### config.mk
export PLATFORM = sky130hd
export DESIGN_NAME = i2c_master_bit_engine
export DESIGN_NICKNAME = d
export VERILOG_FILES = /design/src/rtl/i2cm_pkg.sv /design/src/rtl/i2cm_step.sv /design/src/rtl/i2c_master_bit_engine.sv
export VERILOG_INCLUDE_DIRS = /design/src /design/src/rtl
export SDC_FILE = /design/constraint.sdc
export NUM_CORES = 1
export LEC_CHECK = 0
export BUFFER_PORTS_ARGS = -buffer_cell sky130_fd_sc_hd__buf_2
export CAP_MARGIN = 20
export CORE_ASPECT_RATIO = 2
export CORE_MARGIN = 2
export CORE_UTILIZATION = 30
export DETAILED_ROUTE_END_ITERATION = 12
export PLACE_DENSITY = 0.53
export SYNTH_ARGS = -nofsm -noshare
export SYNTH_HDL_FRONTEND = slang
export SYNTH_SLANG_ARGS = --single-unit
### constraint.sdc
create_clock -name clock -period 6.2 [get_ports clock]
set_clock_uncertainty 0.1 [all_clocks]
set_input_delay 0.62 -clock clock [delete_from_list [all_inputs] [get_ports clock]]
set_output_delay 0.62 -clock clock [all_outputs]
set_load 0.03 [all_outputs]
### src/rtl/i2c_master_bit_engine_assert.svh
`ifndef I2C_MASTER_BIT_ENGINE_ASSERT_SVH
`define I2C_MASTER_BIT_ENGINE_ASSERT_SVH

// Same-cycle implication, checked at every rising clock edge outside reset.
`define I2CM_ASSERT_NOW(lbl, clk, rst, ante, cons, msg) \
   lbl: assert property (@(posedge clk) disable iff (rst) (ante) |-> (cons)) \
      else $error(msg);

// Implication on the following clock edge.
`define I2CM_ASSERT_NEXT(lbl, clk, rst, ante, cons, msg) \
   lbl: assert property (@(posedge clk) disable iff (rst) (ante) |=> (cons)) \
      else $error(msg);

`endif

### src/rtl/i2cm_pkg.sv
package i2cm_pkg;

   typedef enum logic [4:0] {
      PH_IDLE      = 5'd0,
      PH_ST_A      = 5'd1,
      PH_ST_DLY    = 5'd2,
      PH_ST_B      = 5'd3,
      PH_RS_A      = 5'd4,
      PH_RS_D1     = 5'd5,
      PH_RS_B      = 5'd6,
      PH_RS_D2     = 5'd7,
      PH_RS_C      = 5'd8,
      PH_SP_A      = 5'd9,
      PH_SP_D1     = 5'd10,
      PH_SP_B      = 5'd11,
      PH_SP_D2     = 5'd12,
      PH_SP_C      = 5'd13,
      PH_SP_D3     = 5'd14,
      PH_WR_BIT    = 5'd15,
      PH_WR_DLY    = 5'd16,
      PH_WR_RAISE  = 5'd17,
      PH_WR_TAIL   = 5'd18,
      PH_WR_DLY2   = 5'd19,
      PH_ACK_A     = 5'd20,
      PH_ACK_DLY   = 5'd21,
      PH_ACK_RAISE = 5'd22,
      PH_ACK_END   = 5'd23,
      PH_RD_A      = 5'd24,
      PH_RD_DLY    = 5'd25,
      PH_RD_RAISE  = 5'd26,
      PH_RD_LOW    = 5'd27,
      PH_RD_DLY2   = 5'd28,
      PH_FIN       = 5'd29
   } i2cm_phase_type;

   typedef enum logic [2:0] {
      ACT_NONE    = 3'd0,
      ACT_START   = 3'd1,
      ACT_RESTART = 3'd2,
      ACT_STOP    = 3'd3,
      ACT_WRITE   = 3'd4,
      ACT_READ    = 3'd5
   } i2cm_action_type;

   localparam int unsigned CsrIndexWidth = 2;
   localparam logic [CsrIndexWidth-1:0] CSR_HALF_PERIOD   = 2'd0;
   localparam logic [CsrIndexWidth-1:0] CSR_STRETCH_LIMIT = 2'd1;

   localparam logic [15:0] HALF_PERIOD_RESET   = 16'd5;
   localparam logic [15:0] STRETCH_LIMIT_RESET = 16'd1000;
   localparam logic [3:0]  BITS_PER_BYTE       = 4'd8;

   typedef struct packed {
      logic [15:0] half_period;
      logic [15:0] stretch_limit;
   } i2cm_cfg_type;

   typedef struct packed {
      i2cm_phase_type phase;
      logic [3:0]     bit_count;
      logic [7:0]     shift_reg;
      logic [15:0]    delay_count;
      logic [15:0]    stretch_count;
      logic           scl_drive;
      logic           sda_drive;
      logic [7:0]     rd_byte;
      logic           ack_flag;
      logic           to_flag;
   } i2cm_state_type;

   localparam i2cm_state_type STATE_RESET = '{
      phase:         PH_IDLE,
      bit_count:     4'd0,
      shift_reg:     8'd0,
      delay_count:   16'd0,
      stretch_count: 16'd0,
      scl_drive:     1'b1,
      sda_drive:     1'b1,
      rd_byte:       8'd0,
      ack_flag:      1'b0,
      to_flag:       1'b0
   };

endpackage

### src/rtl/i2cm_step.sv
module i2cm_step import i2cm_pkg::*; (
   input  i2cm_state_type cur,
   input  i2cm_cfg_type   cfg,
   input  logic [2:0]     action,
   input  logic [7:0]     write_data,
   input  logic           sda_in,
   input  logic           scl_in,
   output i2cm_state_type nxt,
   output logic           done
);

   logic           start_cmd;
   i2cm_phase_type first_phase;
   i2cm_phase_type p0;
   i2cm_phase_type p1;
   i2cm_phase_type p2;
   logic [3:0]     bc_base;
   logic [3:0]     bc_inc;
   logic [7:0]     sr_base;
   logic [15:0]    dc_base;
   logic [15:0]    dc_inc;
   logic [15:0]    sc_base;
   logic [15:0]    sc_inc;
   logic [15:0]    hp_lim;
   logic [15:0]    sl_lim;
   logic           delay_hit;
   logic           stretch_hit;
   logic           in_delay;
   logic           in_raise;
   logic           scl_nxt;
   logic           sda_nxt;

   // Command decode; only a tick that begins idle takes a command.
   always_comb begin
      start_cmd   = 1'b0;
      first_phase = PH_IDLE;
      unique case (i2cm_action_type'(action))
         ACT_START: begin
            start_cmd   = 1'b1;
            first_phase = PH_ST_A;
         end
         ACT_RESTART: begin
            start_cmd   = 1'b1;
            first_phase = PH_RS_A;
         end
         ACT_STOP: begin
            start_cmd   = 1'b1;
            first_phase = PH_SP_A;
         end
         ACT_WRITE: begin
            start_cmd   = 1'b1;
            first_phase = PH_WR_BIT;
         end
         ACT_READ: begin
            start_cmd   = 1'b1;
            first_phase = PH_RD_A;
         end
         default: ;
      endcase
      if (cur.phase != PH_IDLE) begin
         start_cmd = 1'b0;
      end
   end

   assign bc_base = start_cmd ? 4'd0 : cur.bit_count;
   assign sr_base = start_cmd ? ((action == ACT_WRITE) ? write_data : 8'd0) : cur.shift_reg;
   assign dc_base = start_cmd ? 16'd0 : cur.delay_count;
   assign sc_base = start_cmd ? 16'd0 : cur.stretch_count;

   // A zero register acts as one.
   assign hp_lim = (cfg.half_period == 16'd0) ? 16'd1 : cfg.half_period;
   assign sl_lim = (cfg.stretch_limit == 16'd0) ? 16'd1 : cfg.stretch_limit;

   assign dc_inc      = dc_base + 16'd1;
   assign sc_inc      = sc_base + 16'd1;
   assign bc_inc      = bc_base + 4'd1;
   assign delay_hit   = (dc_inc >= hp_lim) || (dc_inc == 16'd0);
   assign stretch_hit = (sc_inc >= sl_lim) || (sc_inc == 16'd0);

   // Next phase: at most one drive step, then the wait step that takes the tick.
   always_comb begin
      p0 = start_cmd ? first_phase : cur.phase;

      p1 = p0;
      unique case (p0)
         PH_ST_A:    p1 = PH_ST_DLY;
         PH_ST_B:    p1 = PH_FIN;
         PH_RS_A:    p1 = PH_RS_D1;
         PH_RS_B:    p1 = PH_RS_D2;
         PH_RS_C:    p1 = PH_FIN;
         PH_SP_A:    p1 = PH_SP_D1;
         PH_SP_B:    p1 = PH_SP_D2;
         PH_SP_C:    p1 = PH_SP_D3;
         PH_WR_BIT:  p1 = PH_WR_DLY;
         PH_WR_TAIL: p1 = PH_WR_DLY2;
         PH_ACK_A:   p1 = PH_ACK_DLY;
         PH_ACK_END: p1 = PH_FIN;
         PH_RD_A:    p1 = PH_RD_DLY;
         PH_RD_LOW:  p1 = PH_RD_DLY2;
         default:    p1 = p0;
      endcase

      p2 = PH_IDLE;
      unique case (p1)
         PH_ST_DLY:  p2 = delay_hit ? PH_ST_B     : PH_ST_DLY;
         PH_RS_D1:   p2 = delay_hit ? PH_RS_B     : PH_RS_D1;
         PH_RS_D2:   p2 = delay_hit ? PH_RS_C     : PH_RS_D2;
         PH_SP_D1:   p2 = delay_hit ? PH_SP_B     : PH_SP_D1;
         PH_SP_D2:   p2 = delay_hit ? PH_SP_C     : PH_SP_D2;
         PH_SP_D3:   p2 = delay_hit ? PH_FIN      : PH_SP_D3;
         PH_WR_DLY:  p2 = delay_hit ? PH_WR_RAISE : PH_WR_DLY;
         PH_WR_DLY2: p2 = delay_hit ? PH_ACK_A    : PH_WR_DLY2;
         PH_ACK_DLY: p2 = delay_hit ? PH_ACK_RAISE : PH_ACK_DLY;
         PH_RD_DLY:  p2 = delay_hit ? PH_RD_RAISE : PH_RD_DLY;
         PH_RD_DLY2: begin
            if (!delay_hit) begin
               p2 = PH_RD_DLY2;
            end else begin
               p2 = (bc_base >= BITS_PER_BYTE) ? PH_FIN : PH_RD_RAISE;
            end
         end
         PH_WR_RAISE: begin
            if (scl_in) begin
               p2 = (bc_inc >= BITS_PER_BYTE) ? PH_WR_TAIL : PH_WR_BIT;
            end else begin
               p2 = stretch_hit ? PH_IDLE : PH_WR_RAISE;
            end
         end
         PH_ACK_RAISE: begin
            if (scl_in) begin
               p2 = PH_ACK_END;
            end else begin
               p2 = stretch_hit ? PH_IDLE : PH_ACK_RAISE;
            end
         end
         PH_RD_RAISE: begin
            if (scl_in) begin
               p2 = PH_RD_LOW;
            end else begin
               p2 = stretch_hit ? PH_IDLE : PH_RD_RAISE;
            end
         end
         default: p2 = PH_IDLE;
      endcase
   end

   // Drives, counters and flags.
   always_comb begin
      scl_nxt = cur.scl_drive;
      sda_nxt = cur.sda_drive;
      case (p0) inside
         PH_ST_A: begin
            scl_nxt = 1'b1;
            sda_nxt = 1'b0;
         end
         PH_RS_A: begin
            scl_nxt = 1'b1;
            sda_nxt = 1'b1;
         end
         PH_ST_B, PH_RS_C, PH_WR_TAIL, PH_ACK_END, PH_RD_LOW: scl_nxt = 1'b0;
         PH_RS_B, PH_SP_A:          sda_nxt = 1'b0;
         PH_SP_B:                   scl_nxt = 1'b1;
         PH_SP_C, PH_ACK_A, PH_RD_A: sda_nxt = 1'b1;
         PH_WR_BIT: begin
            scl_nxt = 1'b0;
            sda_nxt = sr_base[7];
         end
         default: ;
      endcase

      case (p1) inside
         PH_ST_DLY, PH_RS_D1, PH_RS_D2, PH_SP_D1, PH_SP_D2, PH_SP_D3, PH_WR_DLY,
         PH_WR_DLY2, PH_ACK_DLY, PH_RD_DLY, PH_RD_DLY2: begin
            in_delay = 1'b1;
            in_raise = 1'b0;
         end
         PH_WR_RAISE, PH_ACK_RAISE, PH_RD_RAISE: begin
            in_delay = 1'b0;
            in_raise = 1'b1;
         end
         default: begin
            in_delay = 1'b0;
            in_raise = 1'b0;
         end
      endcase

      // Release SCL for the whole stretch wait.
      if (in_raise) begin
         scl_nxt = 1'b1;
      end

      nxt.phase         = p2;
      nxt.scl_drive     = scl_nxt;
      nxt.sda_drive     = sda_nxt;
      nxt.bit_count     = bc_base;
      nxt.shift_reg     = sr_base;
      nxt.delay_count   = dc_base;
      nxt.stretch_count = sc_base;
      nxt.rd_byte       = cur.rd_byte;
      nxt.ack_flag      = start_cmd ? 1'b0 : cur.ack_flag;
      nxt.to_flag       = start_cmd ? 1'b0 : cur.to_flag;

      if (in_delay) begin
         nxt.delay_count = delay_hit ? 16'd0 : dc_inc;
      end
      if (in_raise) begin
         nxt.stretch_count = (scl_in || stretch_hit) ? 16'd0 : sc_inc;
         if (!scl_in && stretch_hit) begin
            nxt.to_flag = 1'b1;
         end
      end

      if (scl_in && (p1 == PH_WR_RAISE)) begin
         nxt.shift_reg = {sr_base[6:0], 1'b0};
         nxt.bit_count = bc_inc;
      end
      if (scl_in && (p1 == PH_RD_RAISE)) begin
         nxt.shift_reg = {sr_base[6:0], sda_in};
         nxt.bit_count = bc_inc;
      end
      if (scl_in && (p1 == PH_ACK_RAISE)) begin
         nxt.ack_flag = ~sda_in;
      end
      if ((p1 == PH_RD_DLY2) && delay_hit && (bc_base >= BITS_PER_BYTE)) begin
         nxt.rd_byte = sr_base;
      end

      // A command ends on its final step or on a stretch timeout.
      done = (p1 != PH_IDLE) && (p2 == PH_IDLE);
   end

endmodule

### src/rtl/i2c_master_bit_engine.sv
// I2C master bit engine. Every req_ transaction is one tick of the bus timebase carrying
// the sampled SCL/SDA levels and, on a tick that starts idle, a command (start, repeated
// start, stop, write byte, read byte); every tick returns exactly one rsp_ transaction with
// the open-drain drives, busy/done, the last read byte, the acknowledge and a timeout flag.
// A tick is taken every clock cycle while req_ready is high: the state steps once per
// accepted tick through one combinational pass; its result lands in the response register.
// That register decouples the sides, so a new tick is taken while a result waits as long
// as rsp_ready is high in that cycle. Bus timing counts ticks, not clocks: half_period ticks
// per edge delay, up to stretch_limit ticks of SCL held low before timeout. Write the csr_
// registers (index 0 half_period, index 1 stretch_limit) only while the engine is idle.
module i2c_master_bit_engine import i2cm_pkg::*; (
   input  logic                     clock,
   input  logic                     reset,
   input  logic                     csr_valid,
   output logic                     csr_ready,
   input  logic [CsrIndexWidth-1:0] csr_index,
   input  logic [15:0]              csr_data,
   input  logic                     req_valid,
   output logic                     req_ready,
   input  logic [2:0]               req_action,
   input  logic [7:0]               req_write_data,
   input  logic                     req_sda_in,
   input  logic                     req_scl_in,
   output logic                     rsp_valid,
   input  logic                     rsp_ready,
   output logic                     rsp_scl_out,
   output logic                     rsp_sda_out,
   output logic                     rsp_busy_res,
   output logic                     rsp_done_res,
   output logic [7:0]               rsp_read_data,
   output logic                     rsp_ack_seen,
   output logic                     rsp_timeout
);

`include "i2c_master_bit_engine_assert.svh"

   i2cm_cfg_type   cfg_ff;
   i2cm_state_type state_ff;
   i2cm_state_type state_in;
   logic           done_in;
   logic           req_accept;
   logic           rsp_valid_ff;
   logic           scl_out_ff;
   logic           sda_out_ff;
   logic           busy_ff;
   logic           done_ff;
   logic [7:0]     read_data_ff;
   logic           ack_seen_ff;
   logic           timeout_ff;

   assign csr_ready  = 1'b1;
   assign req_ready  = !rsp_valid_ff || rsp_ready;
   assign req_accept = req_valid && req_ready;

   i2cm_step u_step (
      .cur        (state_ff),
      .cfg        (cfg_ff),
      .action     (req_action),
      .write_data (req_write_data),
      .sda_in     (req_sda_in),
      .scl_in     (req_scl_in),
      .nxt        (state_in),
      .done       (done_in)
   );

   always_ff @(posedge clock) begin
      if (reset) begin
         cfg_ff.half_period   <= HALF_PERIOD_RESET;
         cfg_ff.stretch_limit <= STRETCH_LIMIT_RESET;
      end else if (csr_valid && csr_ready) begin
         unique case (csr_index)
            CSR_HALF_PERIOD:   cfg_ff.half_period   <= csr_data;
            CSR_STRETCH_LIMIT: cfg_ff.stretch_limit <= csr_data;
            default: ;
         endcase
      end
   end

   always_ff @(posedge clock) begin
      if (reset) begin
         state_ff     <= STATE_RESET;
         rsp_valid_ff <= 1'b0;
      end else if (req_accept) begin
         state_ff     <= state_in;
         rsp_valid_ff <= 1'b1;
      end else if (rsp_ready) begin
         rsp_valid_ff <= 1'b0;
      end
   end

   always_ff @(posedge clock) begin
      if (req_accept) begin
         scl_out_ff   <= state_in.scl_drive;
         sda_out_ff   <= state_in.sda_drive;
         busy_ff      <= (state_in.phase != PH_IDLE);
         done_ff      <= done_in;
         read_data_ff <= state_in.rd_byte;
         ack_seen_ff  <= state_in.ack_flag;
         timeout_ff   <= state_in.to_flag;
      end
   end

   assign rsp_valid     = rsp_valid_ff;
   assign rsp_scl_out   = scl_out_ff;
   assign rsp_sda_out   = sda_out_ff;
   assign rsp_busy_res  = busy_ff;
   assign rsp_done_res  = done_ff;
   assign rsp_read_data = read_data_ff;
   assign rsp_ack_seen  = ack_seen_ff;
   assign rsp_timeout   = timeout_ff;

   `I2CM_ASSERT_NOW(a_done_not_busy, clock, reset, rsp_valid_ff && done_ff, !busy_ff,
      "command reported done while still busy")
   `I2CM_ASSERT_NOW(a_busy_tracks_phase, clock, reset, rsp_valid_ff,
      busy_ff == (state_ff.phase != PH_IDLE), "busy result disagrees with engine phase")
   `I2CM_ASSERT_NOW(a_timeout_ends_cmd, clock, reset, $rose(state_ff.to_flag),
      rsp_valid_ff && done_ff && !busy_ff, "timeout raised without ending the command")
   `I2CM_ASSERT_NOW(a_bit_count_range, clock, reset, 1'b1,
      state_ff.bit_count <= BITS_PER_BYTE, "bit counter ran past one byte")
   `I2CM_ASSERT_NEXT(a_idle_without_tick, clock, reset,
      !req_accept && (state_ff.phase == PH_IDLE), state_ff.phase == PH_IDLE,
      "engine left idle without an accepted tick")

endmodule
Yosys cells after proc, flatten, opt, wreduce, memory -nomap -nowiden
Cells that the tools add are included.

Register bits after elaboration: 108. Output and inout bits: 17.

Bitwise logic cells: 1. Multiplexer cells: 64. Reductions and logical operators: 33. Eq/ne operators: 34. Magnitude comparators: 4. Add/sub/neg operators: 3.

Operators by type and width (count): $mux 16 (8); $pmux 5 s14 (1); $eq 5x5->1 const B (13); $logic_not 16->1 (4); $pmux 5 s12 (1); $mux 5 (10); $eq 5x4->1 const B (8); $add 16x1->16 const B (2); $ge 16x16->1 (2); $mux 1 (31); $pmux 5 s5 (1); $mux 12 (2); $mux 8 (3); $eq 5x3->1 const B (4); $reduce_bool 5->1 (3); $reduce_or 11->1 (1); $eq 5x2->1 const B (2); $reduce_or 5->1 (2); $reduce_or 3->1 (3); $ge 4x4->1 const B (2); $logic_and 1x1->1 (8); $mux 4 (2); $eq 3x2->1 const B (2); $eq 3x3->1 const B (2); 14 further kinds (22).

Logic depth before layout (Yosys ltp)
Gate-level depths: netlist of the first run.

Depth in word-level cells: 14. Mapped depth: 27. Gate-level depth less buffers: 20.

By module
From an unflattened synthesis of the first run, not the netlist that was laid out.

Cells, all modules: 1109. Area, all modules: 8541.9 um^2.

Modules (own cells, without submodules): i2cm_step (instances 1, sequential area each 0.0 um^2, area each 4285.4 um^2, cells each 664); i2c_master_bit_engine (instances 1, sequential area each 2302.2 um^2, area each 4256.6 um^2, cells each 445).

Worst setup path before layout of the first run
OpenSTA, ideal clock, no wires.

Kind: in2reg. From: input port req_action[1]. To: register state_ff[21] (netlist bit). Required time: 6.042 ns. Setup slack: 0.423 ns. Buffers on the path: 6. Arrival: 5.619 ns. Stages on the path: 26. Path through: buf_2 -> or3_1 -> nand4_1 -> clkbuf_1 -> clkbuf_1 -> clkbuf_1 -> and2_1 -> ha_1 -> clkbuf_1 -> nand4_1 -> nor2_1 -> nand2_1 -> xor2_1 -> nor2_1 -> ha_1 -> nand4_1 -> nor2_1 -> a221oi_1 -> o21ai_0 -> a221oi_1 -> o211ai_1 -> nand2b_1 -> or3_1 -> buf_4 -> o21ai_1 -> o22a_1.

Cells in the longest elaborated chain, start to end: 13.

RTL lines: from (decl) (line i2c_master_bit_engine.sv:20) `input logic [2:0] req_action,`; parallel branches: the longest is 12 deep, another holds $add 16x1->16; $mux 16 (*) (line i2cm_step.sv:206) `if (in_raise) begin`; to (signal assigned) (line i2c_master_bit_engine.sv:84) `state_ff <= state_in;`; to (decl) (line i2c_master_bit_engine.sv:38) `i2cm_state_type state_ff;`.

Mark *: on every way between the ends. A chain may end at the register's enable or synchronous reset.

Worst setup path in the final report of the first run
From: register state_ff[60] (netlist bit). To: register state_ff[21] (netlist bit).

Cells in the longest elaborated chain, start to end: 11.

RTL lines (line): parallel branches: the longest is 10 deep, another holds $add 16x1->16; $mux 16 (*) (i2cm_step.sv:206).

Marked as above.

==> run_results.csv, run 1 <==
group,metric,value,unit
clocking,clk_latency,0.38,ns
global_route,grt_antenna_before_repair,0,
final_layout,diodes,0,
timing,max_freq,179,MHz
power,netSwitchingPower,0.994,mW
floorplanning,die_span_x,118,um
floorplanning,boundaryPins,53,
synth,synth.net_count,1074,
timing,report.final.slew_viol_count,0,
route,initialDrtViolationCount,542,
synth,syn_area,7830,um2
timing,worst_slew_margin_rel,0.380,
global_route,largest_net_degree_at_the_start_of_global_routing,53,
clocking,numCtsBuffers,9,
clocking,cts_repair_resized_insts,0,
outcome,result_of_the_run,"completed",
clocking,ctsHoldBuffers,0,
synth,ys_async_sr_fraction,0,
route,via_count,7672,
floorplanning,floorplan.initialDensity,0.305,
route,drtPass1Iterations,5,
route,post_drt_via_cell_ratio,5.63,
global_route,grt_use_total,0.188,
synth,most_common_flop_cell_mapped_by_yosys,"dfxtp_1",
critical_path,worst-endpoint-arrival,5.81,ns
floorplanning,die_height,233,um
timing,timing_worst_slew_pin_value,0.926,ns
timing,holdWs,0.362,ns
floorplanning,design.core.area,25700,um2
synth,synthesis.instances,1001,
power,powerDensity,281,nW/um2
flow_run,max_cap_violations,0,
global_route,first_global_vias,7678,
clocking,cts.root.buffer_cell,"clkbuf_16",
synth,yosysSeqAreaShare,0.294,
timing,timing.final.hold_violations,0,
final_layout,mostFrequentLayoutCell,"nand2_1",
timing,period_minus_slack,5.58,ns
final_layout,final_cells,1363,
critical_path,launching_element_type_of_the_critical_path,"flop",
route,drt_drc_violations_left,0,
power,relative_contribution_of_sequential_cells_to_total_power,0.317,
clocking,cts_max_path_buffers,2,
synth,ys.warnings.count,0,
floorplanning,row_count,83,
critical_path,r2r-end,"state_ff[21]",
timing,finalCritPeriodShare,0.900,
clocking,clk_transition_reported_paths,0.08,ns
critical_path,worst_setup_path_end_kind,"flop",
critical_path,worst_ep_required_time,6.43,ns
place,io_buffer_count,51,
synth,synth_seq_cells,108,
critical_path,worst-r2r-setup-slack,0.62,ns
clocking,post-cts-setup-buffers,0,
critical_path,rr_startpoint,"state_ff[60]",
power,peakVddDrop,128,uV
critical_path,worst_r2r_path_cells,21,
synth,post_synth_num_cell_types,85,
timing,unrepaired_setup_endpoints_after_global_routing,"no",
final_layout,final_cell_mix,"nand2_1 (119), nor2_1 (96), dfxtp_1 (94)",
min_path,min_delay_worst_endpoint,"state_ff[45]",
clocking,cts-htree-levels,3,
critical_path,critPathMaxFanout,11,
final_layout,syn2layout_area_growth,11.1,%
power,power.share.combinational,0.417,
timing,final.setup.tns,0,ns
clocking,cts_tree,"done",
critical_path,critPathKind,"reg2reg",
place,globalplace.congestion,0.967,
min_path,hold_depth,2,
power,netSwitchingFraction,0.406,
timing,finalSetupViolations,0,
final_layout,drive_gt1_frac,0.129,
min_path,timing.hold.worst.start,"state_ff[45]",
route,antenna_left,0,
clocking,numClockSinks,108,
floorplanning,die_area,27500,um2
route,wl_per_cell,18.9,um
power,p_int,1.45,mW
synth,syn_area_per_cell,7.82,um2
global_route,grt_first_pass_wirelength,40600,um
place,dpl.cell_count,1347,
min_path,min_path_type,"reg2reg",
place,place.detailed.hpwl,20000,um
route,drt_wl_total,25800,um
power,power_frac_clock,0.266,
final_layout,utilization_of_the_core_after_routing,0.339,
power,p_leak,3.39,nW
synth,synth-edff-count,14,
global_route,globalRouteOverflowTotal,0,
final_layout,fin_nets,1091,
[power groups by stage]
| stage | registers, mW | logic, mW | clock network, mW |
|---|---|---|---|
| final | 0.777 | 1.02 | 0.651 |
| after global routing | 0.780 | 1.09 | 0.695 |
| after CTS | 0.777 | 1.00 | 0.667 |
| after detailed placement | 0.793 | 0.997 | 0 |
| after global placement | 0.793 | 1.01 | 0 |
| after floorplan | 0.806 | 0.699 | 0 |
[area by class of cell]
type / count / area [um2]
fill: 2802 / 17000
multi-input combinational: 778 / 5040
sequential: 108 / 2300
timing repair buffer: 75 / 435
tap: 340 / 425
clock buffer: 9 / 225
inverter: 46 / 173
clock inverter: 7 / 98.8
[per-stage QoR]
step | setup slack (ns) | instance area [um2] | power, mW
2_1_floorplan | 0.423 | 7830 | 1.51
6_report | 0.617 | 8700 | 2.45
3_5_place_dp | 0.461 | 8380 | 1.79
3_3_place_gp | 0.538 | 8380 | 1.80
4_1_cts | 0.710 | 8700 | 2.45
5_1_grt | 0.302 | 8700 | 2.56
[cell usage after synthesis, types with 7 or more instances]
library cell / count / area, um2
a21o_1: 14 / 105
a21oi_1: 68 / 340
a22o_1: 9 / 78.8
a22oi_1: 9 / 67.6
a31oi_1: 11 / 68.8
and2_1: 25 / 156
and3_1: 15 / 93.8
buf_2: 13 / 65.1
buf_4: 8 / 60.1
clkbuf_1: 43 / 161
dfxtp_1: 94 / 1880
edfxtp_1: 14 / 420
ha_1: 37 / 463
inv_1: 45 / 169
mux2i_1: 26 / 260
nand2_1: 119 / 447
nand2b_1: 8 / 50.1
nand3_1: 30 / 150
nand4_1: 16 / 100
nor2_1: 96 / 360
nor3_1: 22 / 110
nor4_1: 14 / 87.6
o211ai_1: 20 / 150
o21a_1: 10 / 75.1
o21ai_0: 38 / 190
o21ai_2: 7 / 61.3
o31ai_1: 13 / 97.6
or2_2: 7 / 43.8
or3_1: 8 / 50.1
or4_1: 8 / 60.1
xnor2_1: 15 / 131
xor2_1: 13 / 114
[layer usage]
layer	global-route usage	vias to the layer above	wire, um
li1	-	3682	-
met1	0.178	3658	9140
met4	0.137	0	1730
met2	0.362	239	14000
met5	0	-	0
met3	0.0279	93	870
[how the worst max path moves through the flow]
stage | from | end | slack, ns
global placement | req_action[1] | rsp_busy_res | 0.54
detailed placement | req_action[1] | rsp_busy_res | 0.46
finish | state_ff[60] | state_ff[21] | 0.62
floorplan | req_action[1] | state_ff[21] | 0.42
CTS | state_ff[60] | state_ff[21] | 0.71
global route | state_ff[60] | state_ff[17] | 0.30
[registers in the layout, indices dropped and copies added, names as in the netlist]
register       cells
rsp_sda_out        1
rsp_valid          1
rsp_timeout        1
rsp_scl_out        1
rsp_done_res       1
cfg_ff            32
rsp_ack_seen       1
rsp_busy_res       1
rsp_read_data      8
state_ff          61
[worst max-delay path, stage by stage, from the launching register on]
cell	delay, ns
dfxtp_1	0.35
nor3_1	0.43
buf_4	0.28
nand4_1	0.42
and2_1	0.38
ha_1	0.21
nand4_1	0.21
nor2_1	0.09
nand2_1	0.10
xor2_1	0.15
nor2_1	0.07
ha_1	0.31
nand4_1	0.10
nor2_1	0.07
a221oi_1	0.29
o21ai_0	0.20
a221oi_1	0.43
o211ai_1	0.20
nand2b_1	0.22
or3_1	0.55
o21ai_1	0.20
o22a_1	0.15
[kinds of logic after synthesis]
group	count (synthesis)	synth area share
simple gates	403	0.259
xor+xnor	28	0.0313
other cells	1	0.000479
mux	28	0.0361
fa+ha+maj	37	0.0591
flops	108	0.294
buf+inv	115	0.0631
compound gates	281	0.257
(Power assumes the default switching activity.)
==> inputs of run 2 (changes only) <==
--- a/config.mk
+++ b/config.mk
@@ -11,6 +11,7 @@
 export CORE_ASPECT_RATIO = 2
 export CORE_MARGIN = 2
 export CORE_UTILIZATION = 30
+export CTS_BUF_LIST = sky130_fd_sc_hd__clkbuf_4 sky130_fd_sc_hd__clkbuf_8
 export DETAILED_ROUTE_END_ITERATION = 12
 export PLACE_DENSITY = 0.53
 export SYNTH_ARGS = -nofsm -noshare
==> run_results.csv, run 2 (synthesis gave the netlist of run 1 again) <==
group,metric,value,unit
outcome,result_of_the_run,"completed",
power,p_leak,3.35,nW
timing,max_freq,180,MHz
critical_path,worst-endpoint-arrival,5.84,ns
timing,worst_slew_margin_rel,0.367,
floorplanning,design.core.area,25700,um2
floorplanning,boundaryPins,53,
clocking,cts_max_path_buffers,2,
clocking,cts.root.buffer_cell,"clkbuf_8",
floorplanning,die_area,27500,um2
clocking,clk_latency,0.42,ns
clocking,cts_tree,"done",
clocking,clk_transition_reported_paths,0.12,ns
place,globalplace.congestion,0.967,
power,power.share.combinational,0.442,
route,drt_wl_total,25800,um
route,initialDrtViolationCount,520,
final_layout,regArea,2300,um2
floorplanning,die_height,233,um
route,routed-wl-met2,14000,um
route,drtPass1Iterations,5,
global_route,grt_antenna_before_repair,1,
critical_path,critPathMaxFanout,11,
final_layout,fin_nets,1091,
final_layout,finish.instance_area,8600,um2
final_layout,regMostFlops,"state_ff",
timing,final.setup.tns,0,ns
final_layout,drive_gt1_frac,0.129,
clocking,ctsHoldBuffers,0,
place,pre_cts_ws,0.461,ns
final_layout,combined_area_of_the_multi_input_logic_cells,5040,um2
power,peakVddDrop,118,uV
final_layout,mostFrequentLayoutCell,"nand2_1",
floorplanning,die_span_x,118,um
global_route,first_global_vias,7648,
route,drt_drc_violations_left,0,
global_route,globalRouteOverflowTotal,0,
clocking,numCtsBuffers,9,
floorplanning,row_count,83,
power,power_frac_clock,0.220,
final_layout,largest_reg_flops,61,
clocking,cts-htree-levels,3,
route,met1Wirelength,9160,um
clocking,cts_repair_resized_insts,0,
power,p_int,1.33,mW
min_path,min_path_type,"in2reg",
place,place.detailed.hpwl,20000,um
critical_path,worst_ep_required_time,6.48,ns
route,route.met3.wl,897,um
critical_path,worst_setup_path_end_kind,"flop",
timing,report.final.slew_viol_count,0,
timing,timing.final.hold_violations,0,
place,io_buffer_count,51,
power,powerDensity,268,nW/um2
timing,period_minus_slack,5.56,ns
clocking,post-cts-setup-buffers,0,
clocking,numClockSinks,108,
route,via_count,7668,
global_route,grt_first_pass_wirelength,40500,um
power,relative_contribution_of_sequential_cells_to_total_power,0.338,
final_layout,layout_fillers,2814,
power,netSwitchingFraction,0.424,
timing,timing_worst_slew_pin_value,0.945,ns
timing,finalCritPeriodShare,0.897,
power,netSwitchingPower,0.976,mW
timing,unrepaired_setup_endpoints_after_global_routing,"no",
timing,timing.final.ws_setup,0.638,ns
route,top_signal_layer_used,"met4",
global_route,grt_use_total,0.188,
final_layout,final_cell_mix,"nand2_1 (119), nor2_1 (96), dfxtp_1 (94)",
route,wl_per_cell,18.9,um
place,placedInstanceArea,8380,um2
global_route,largest_net_degree_at_the_start_of_global_routing,53,
route,post_drt_via_cell_ratio,5.62,
floorplanning,floorplan.initialDensity,0.305,
flow_run,max_cap_violations,0,
critical_path,critPathKind,"reg2reg",
critical_path,launching_element_type_of_the_critical_path,"flop",
final_layout,syn2layout_area_growth,9.82,%
timing,finalSetupViolations,0,
route,antenna_left,0,
## run 2: path summary, 6_finish.rpt
kind,startpoint,to,slack [ns],cells after the start
min,req_valid,rsp_valid,0.34,3
min reg2reg,state_ff[45],state_ff[45],0.37,2
max,state_ff[60],state_ff[21],0.64,21
max reg2reg,state_ff[60],state_ff[21],0.64,21
## run 2: final cells by class
cell class / count / area share
timing repair buffer: 75 / 0.0506
inverter: 46 / 0.0201
sequential: 108 / 0.268
tap: 340 / 0.0495
clock inverter: 7 / 0.0115
multi-input combinational: 778 / 0.586
antenna: 1 / 0.000291
clock buffer: 9 / 0.0144
## run 2: layer usage
layer / vias to the layer above / global-route usage
li1: 3687 / -
met1: 3648 / 0.180
met2: 236 / 0.362
met3: 97 / 0.0265
met4: 0 / 0.134
met5: - / 0
## run 2: through the flow
step	power, mW	hold WS, ns	utilization	cells
4_1_cts	2.30	0.318	0.335	1363
6_report	2.30	0.342	0.335	1364
3_3_place_gp	1.80	0.350	0.327	1347
5_1_grt	2.42	0.329	0.335	1364
3_5_place_dp	1.79	0.351	0.327	1347
2_1_floorplan	1.51	0.332	-	1001
## run 2: worst max-delay path, stage by stage (launching register included)
cell and delay [ns]:
dfxtp_1 0.37, nor3_1 0.44, buf_4 0.28, nand4_1 0.41, and2_1 0.38, ha_1 0.21
nand4_1 0.22, nor2_1 0.09, nand2_1 0.10, xor2_1 0.15, nor2_1 0.08, ha_1 0.31
nand4_1 0.10, nor2_1 0.07, a221oi_1 0.29, o21ai_0 0.19, a221oi_1 0.42, o211ai_1 0.21
nand2b_1 0.23, or3_1 0.55, o21ai_1 0.20, o22a_1 0.15
## run 2: power groups by stage
stage	Clock, mW	Combinational (mW)	Sequential, mW
6_report	0.507	1.02	0.777
5_1_grt	0.550	1.09	0.781
4_1_cts	0.524	1.00	0.777
3_5_place_dp	0	0.997	0.793
3_3_place_gp	0	1.01	0.793
2_1_floorplan	0	0.699	0.806
==> inputs of run 3 (changes only) <==
--- a/config.mk
+++ b/config.mk
@@ -13,7 +13,7 @@
 export CORE_UTILIZATION = 30
 export CTS_BUF_LIST = sky130_fd_sc_hd__clkbuf_4 sky130_fd_sc_hd__clkbuf_8
 export DETAILED_ROUTE_END_ITERATION = 12
-export PLACE_DENSITY = 0.53
+export PLACE_DENSITY_LB_ADDON = 0.15
 export SYNTH_ARGS = -nofsm -noshare
 export SYNTH_HDL_FRONTEND = slang
 export SYNTH_SLANG_ARGS = --single-unit
==> constraint.sdc (replaced) <==
create_clock -name clock -period 4.9 [get_ports clock]
set_clock_uncertainty 0.1 [all_clocks]
set_input_delay 0.49 -clock clock [delete_from_list [all_inputs] [get_ports clock]]
set_output_delay 0.49 -clock clock [all_outputs]
set_load 0.03 [all_outputs]
==> run_results.csv, run 3 (synthesis gave the netlist of run 1 again) <==
group,metric,value,unit
outcome,result_of_the_run,"completed",
place,globalplace.congestion,0.941,
global_route,grt_use_total,0.203,
flow_run,max_cap_violations,0,
power,powerDensity,332,nW/um2
timing,max_freq,222,MHz
clocking,cts-htree-levels,3,
final_layout,fin_nets,1136,
floorplanning,design.core.area,25700,um2
min_path,min_delay_worst_endpoint,"cfg_ff[16]",
global_route,grt_first_pass_wirelength,42900,um
timing,unrepaired_setup_endpoints_after_global_routing,"no",
floorplanning,row_count,83,
clocking,cts_max_path_buffers,2,
floorplanning,die_area,27500,um2
clocking,clk_transition_reported_paths,0.11,ns
place,dpl.cell_count,1392,
critical_path,worst-r2r-setup-slack,0.42,ns
timing,period_minus_slack,4.50,ns
clocking,cts_repair_resized_insts,0,
final_layout,syn2layout_area_growth,14.4,%
critical_path,worst-endpoint-arrival,4.74,ns
final_layout,drive_gt1_frac,0.172,
global_route,globalRouteOverflowTotal,0,
timing,report.final.slew_viol_count,0,
critical_path,critPathKind,"in2reg",
timing,finalCritPeriodShare,0.919,
final_layout,final_cells,1409,
clocking,cts.root.buffer_cell,"clkbuf_8",
min_path,hold_depth,3,
power,peakVddDrop,182,uV
route,post_drt_via_cell_ratio,5.47,
floorplanning,floorplan.initialDensity,0.305,
critical_path,rr_startpoint,"state_ff[60]",
critical_path,critPathMaxFanout,8,
critical_path,launching_element_type_of_the_critical_path,"input pin",
clocking,numCtsBuffers,9,
critical_path,worst_setup_path_end_kind,"flop",
global_route,largest_net_degree_at_the_start_of_global_routing,53,
route,wl_per_cell,19.8,um
timing,final.setup.tns,0,ns
timing,finalSetupViolations,0,
route,initialDrtViolationCount,509,
power,total_power_consumption,2.98,mW
critical_path,critPathLaunch,"req_action[2]",
route,antenna_left,0,
min_path,timing.hold.worst.start,"csr_data[0]",
final_layout,final_cell_mix,"nand2_1 (119), nor2_1 (96), dfxtp_1 (94)",
clocking,post-cts-setup-buffers,0,
power,p_leak,3.58,nW
clocking,cts_tree,"done",
timing,timing.final.hold_violations,0,
critical_path,worst_r2r_path_cells,20,
timing,worst_slew_margin_rel,0.358,
clocking,ctsHoldBuffers,0,
final_layout,largest_reg_flops,61,
global_route,grt_antenna_before_repair,1,
route,drt_wl_total,27900,um
floorplanning,die_span_x,118,um
critical_path,r2r-end,"state_ff[59]",
floorplanning,boundaryPins,53,
min_path,min_path_type,"in2reg",
route,drtPass1Iterations,5,
route,drt_drc_violations_left,0,
final_layout,mostFrequentLayoutCell,"nand2_1",
final_layout,regMostFlops,"state_ff",
place,place.detailed.hpwl,21800,um
timing,timing_worst_slew_pin_value,0.954,ns
critical_path,worst_ep_required_time,5.13,ns
place,io_buffer_count,51,
floorplanning,die_height,233,um
clocking,clk_latency,0.44,ns
global_route,first_global_vias,7714,
clocking,numClockSinks,108,
route,via_count,7701,
## run 3: cell types whose count changed in the layout (fill, tap and decap cells not counted), sizes merged
| cell | delta |
|---|---|
| buf | +45 |
| bufinv | -2 |
| clkbuf | +1 |
| clkinv | +2 |
| clkinvlp | -1 |
## run 3: power breakdown
group | switching (mW) | internal, mW
logic | 0.920 | 0.534
registers | 0.0271 | 0.948
clock network | 0.356 | 0.191
## run 3: area by class of cell
cell class / count / area, um2
well taps: 340 / 425
multi-input cells: 778 / 5100
repair buffers: 120 / 786
clock buffers: 10 / 131
diodes: 1 / 2.50
clock inverters: 6 / 40.0
flip-flops and latches: 108 / 2300
inverters: 46 / 173
fillers: 2795 / 16700
## run 3: how the worst max path moves through the flow
| stage | cells after the start | endpoint |
|---|---|---|
| 2_1_floorplan | 26 | state_ff[21] |
| 3_3_place_gp | 21 | state_ff[59] |
| 3_5_place_dp | 21 | state_ff[59] |
| 4_1_cts | 20 | state_ff[59] |
| 5_1_grt | 20 | state_ff[59] |
| 6_report | 21 | state_ff[59] |
## run 3: critical path, stage by stage
cell and delay, ns:
buf_2 0.11, or3_4 0.40, nand4_1 0.10, buf_4 0.18
and2_1 0.17, ha_1 0.18, buf_4 0.16, nand4_1 0.12
o31a_1 0.25, o21ai_0 0.34, inv_1 0.08, ha_1 0.32
a21o_1 0.16, a21oi_1 0.14, o211ai_1 0.13, a41oi_2 0.23
nand2_1 0.19, a311o_1 0.31, a2111oi_0 0.42, buf_4 0.20
nor2_1 0.04
## run 3: layer usage
| metal | track usage | vias to the layer above | share of wire |
|---|---|---|---|
| li1 | - | 3777 | - |
| met1 | 0.195 | 3650 | 0.36 |
| met2 | 0.395 | 183 | 0.55 |
| met3 | 0.0299 | 91 | 0.029 |
| met4 | 0.134 | 0 | 0.064 |
| met5 | 0 | - | 0 |
## run 3: stage by stage
stage | utilization | hold WS, ns | instance area (um2) | worst slack, ns
after floorplan | - | 0.332 | 7940 | -0.00487
after global placement | 0.343 | 0.349 | 8790 | -0.114
after detailed placement | 0.343 | 0.349 | 8790 | -0.0890
after CTS | 0.349 | 0.152 | 8960 | 0.304
after global routing | 0.349 | 0.172 | 8960 | 0.0245
final | 0.349 | 0.191 | 8960 | 0.395
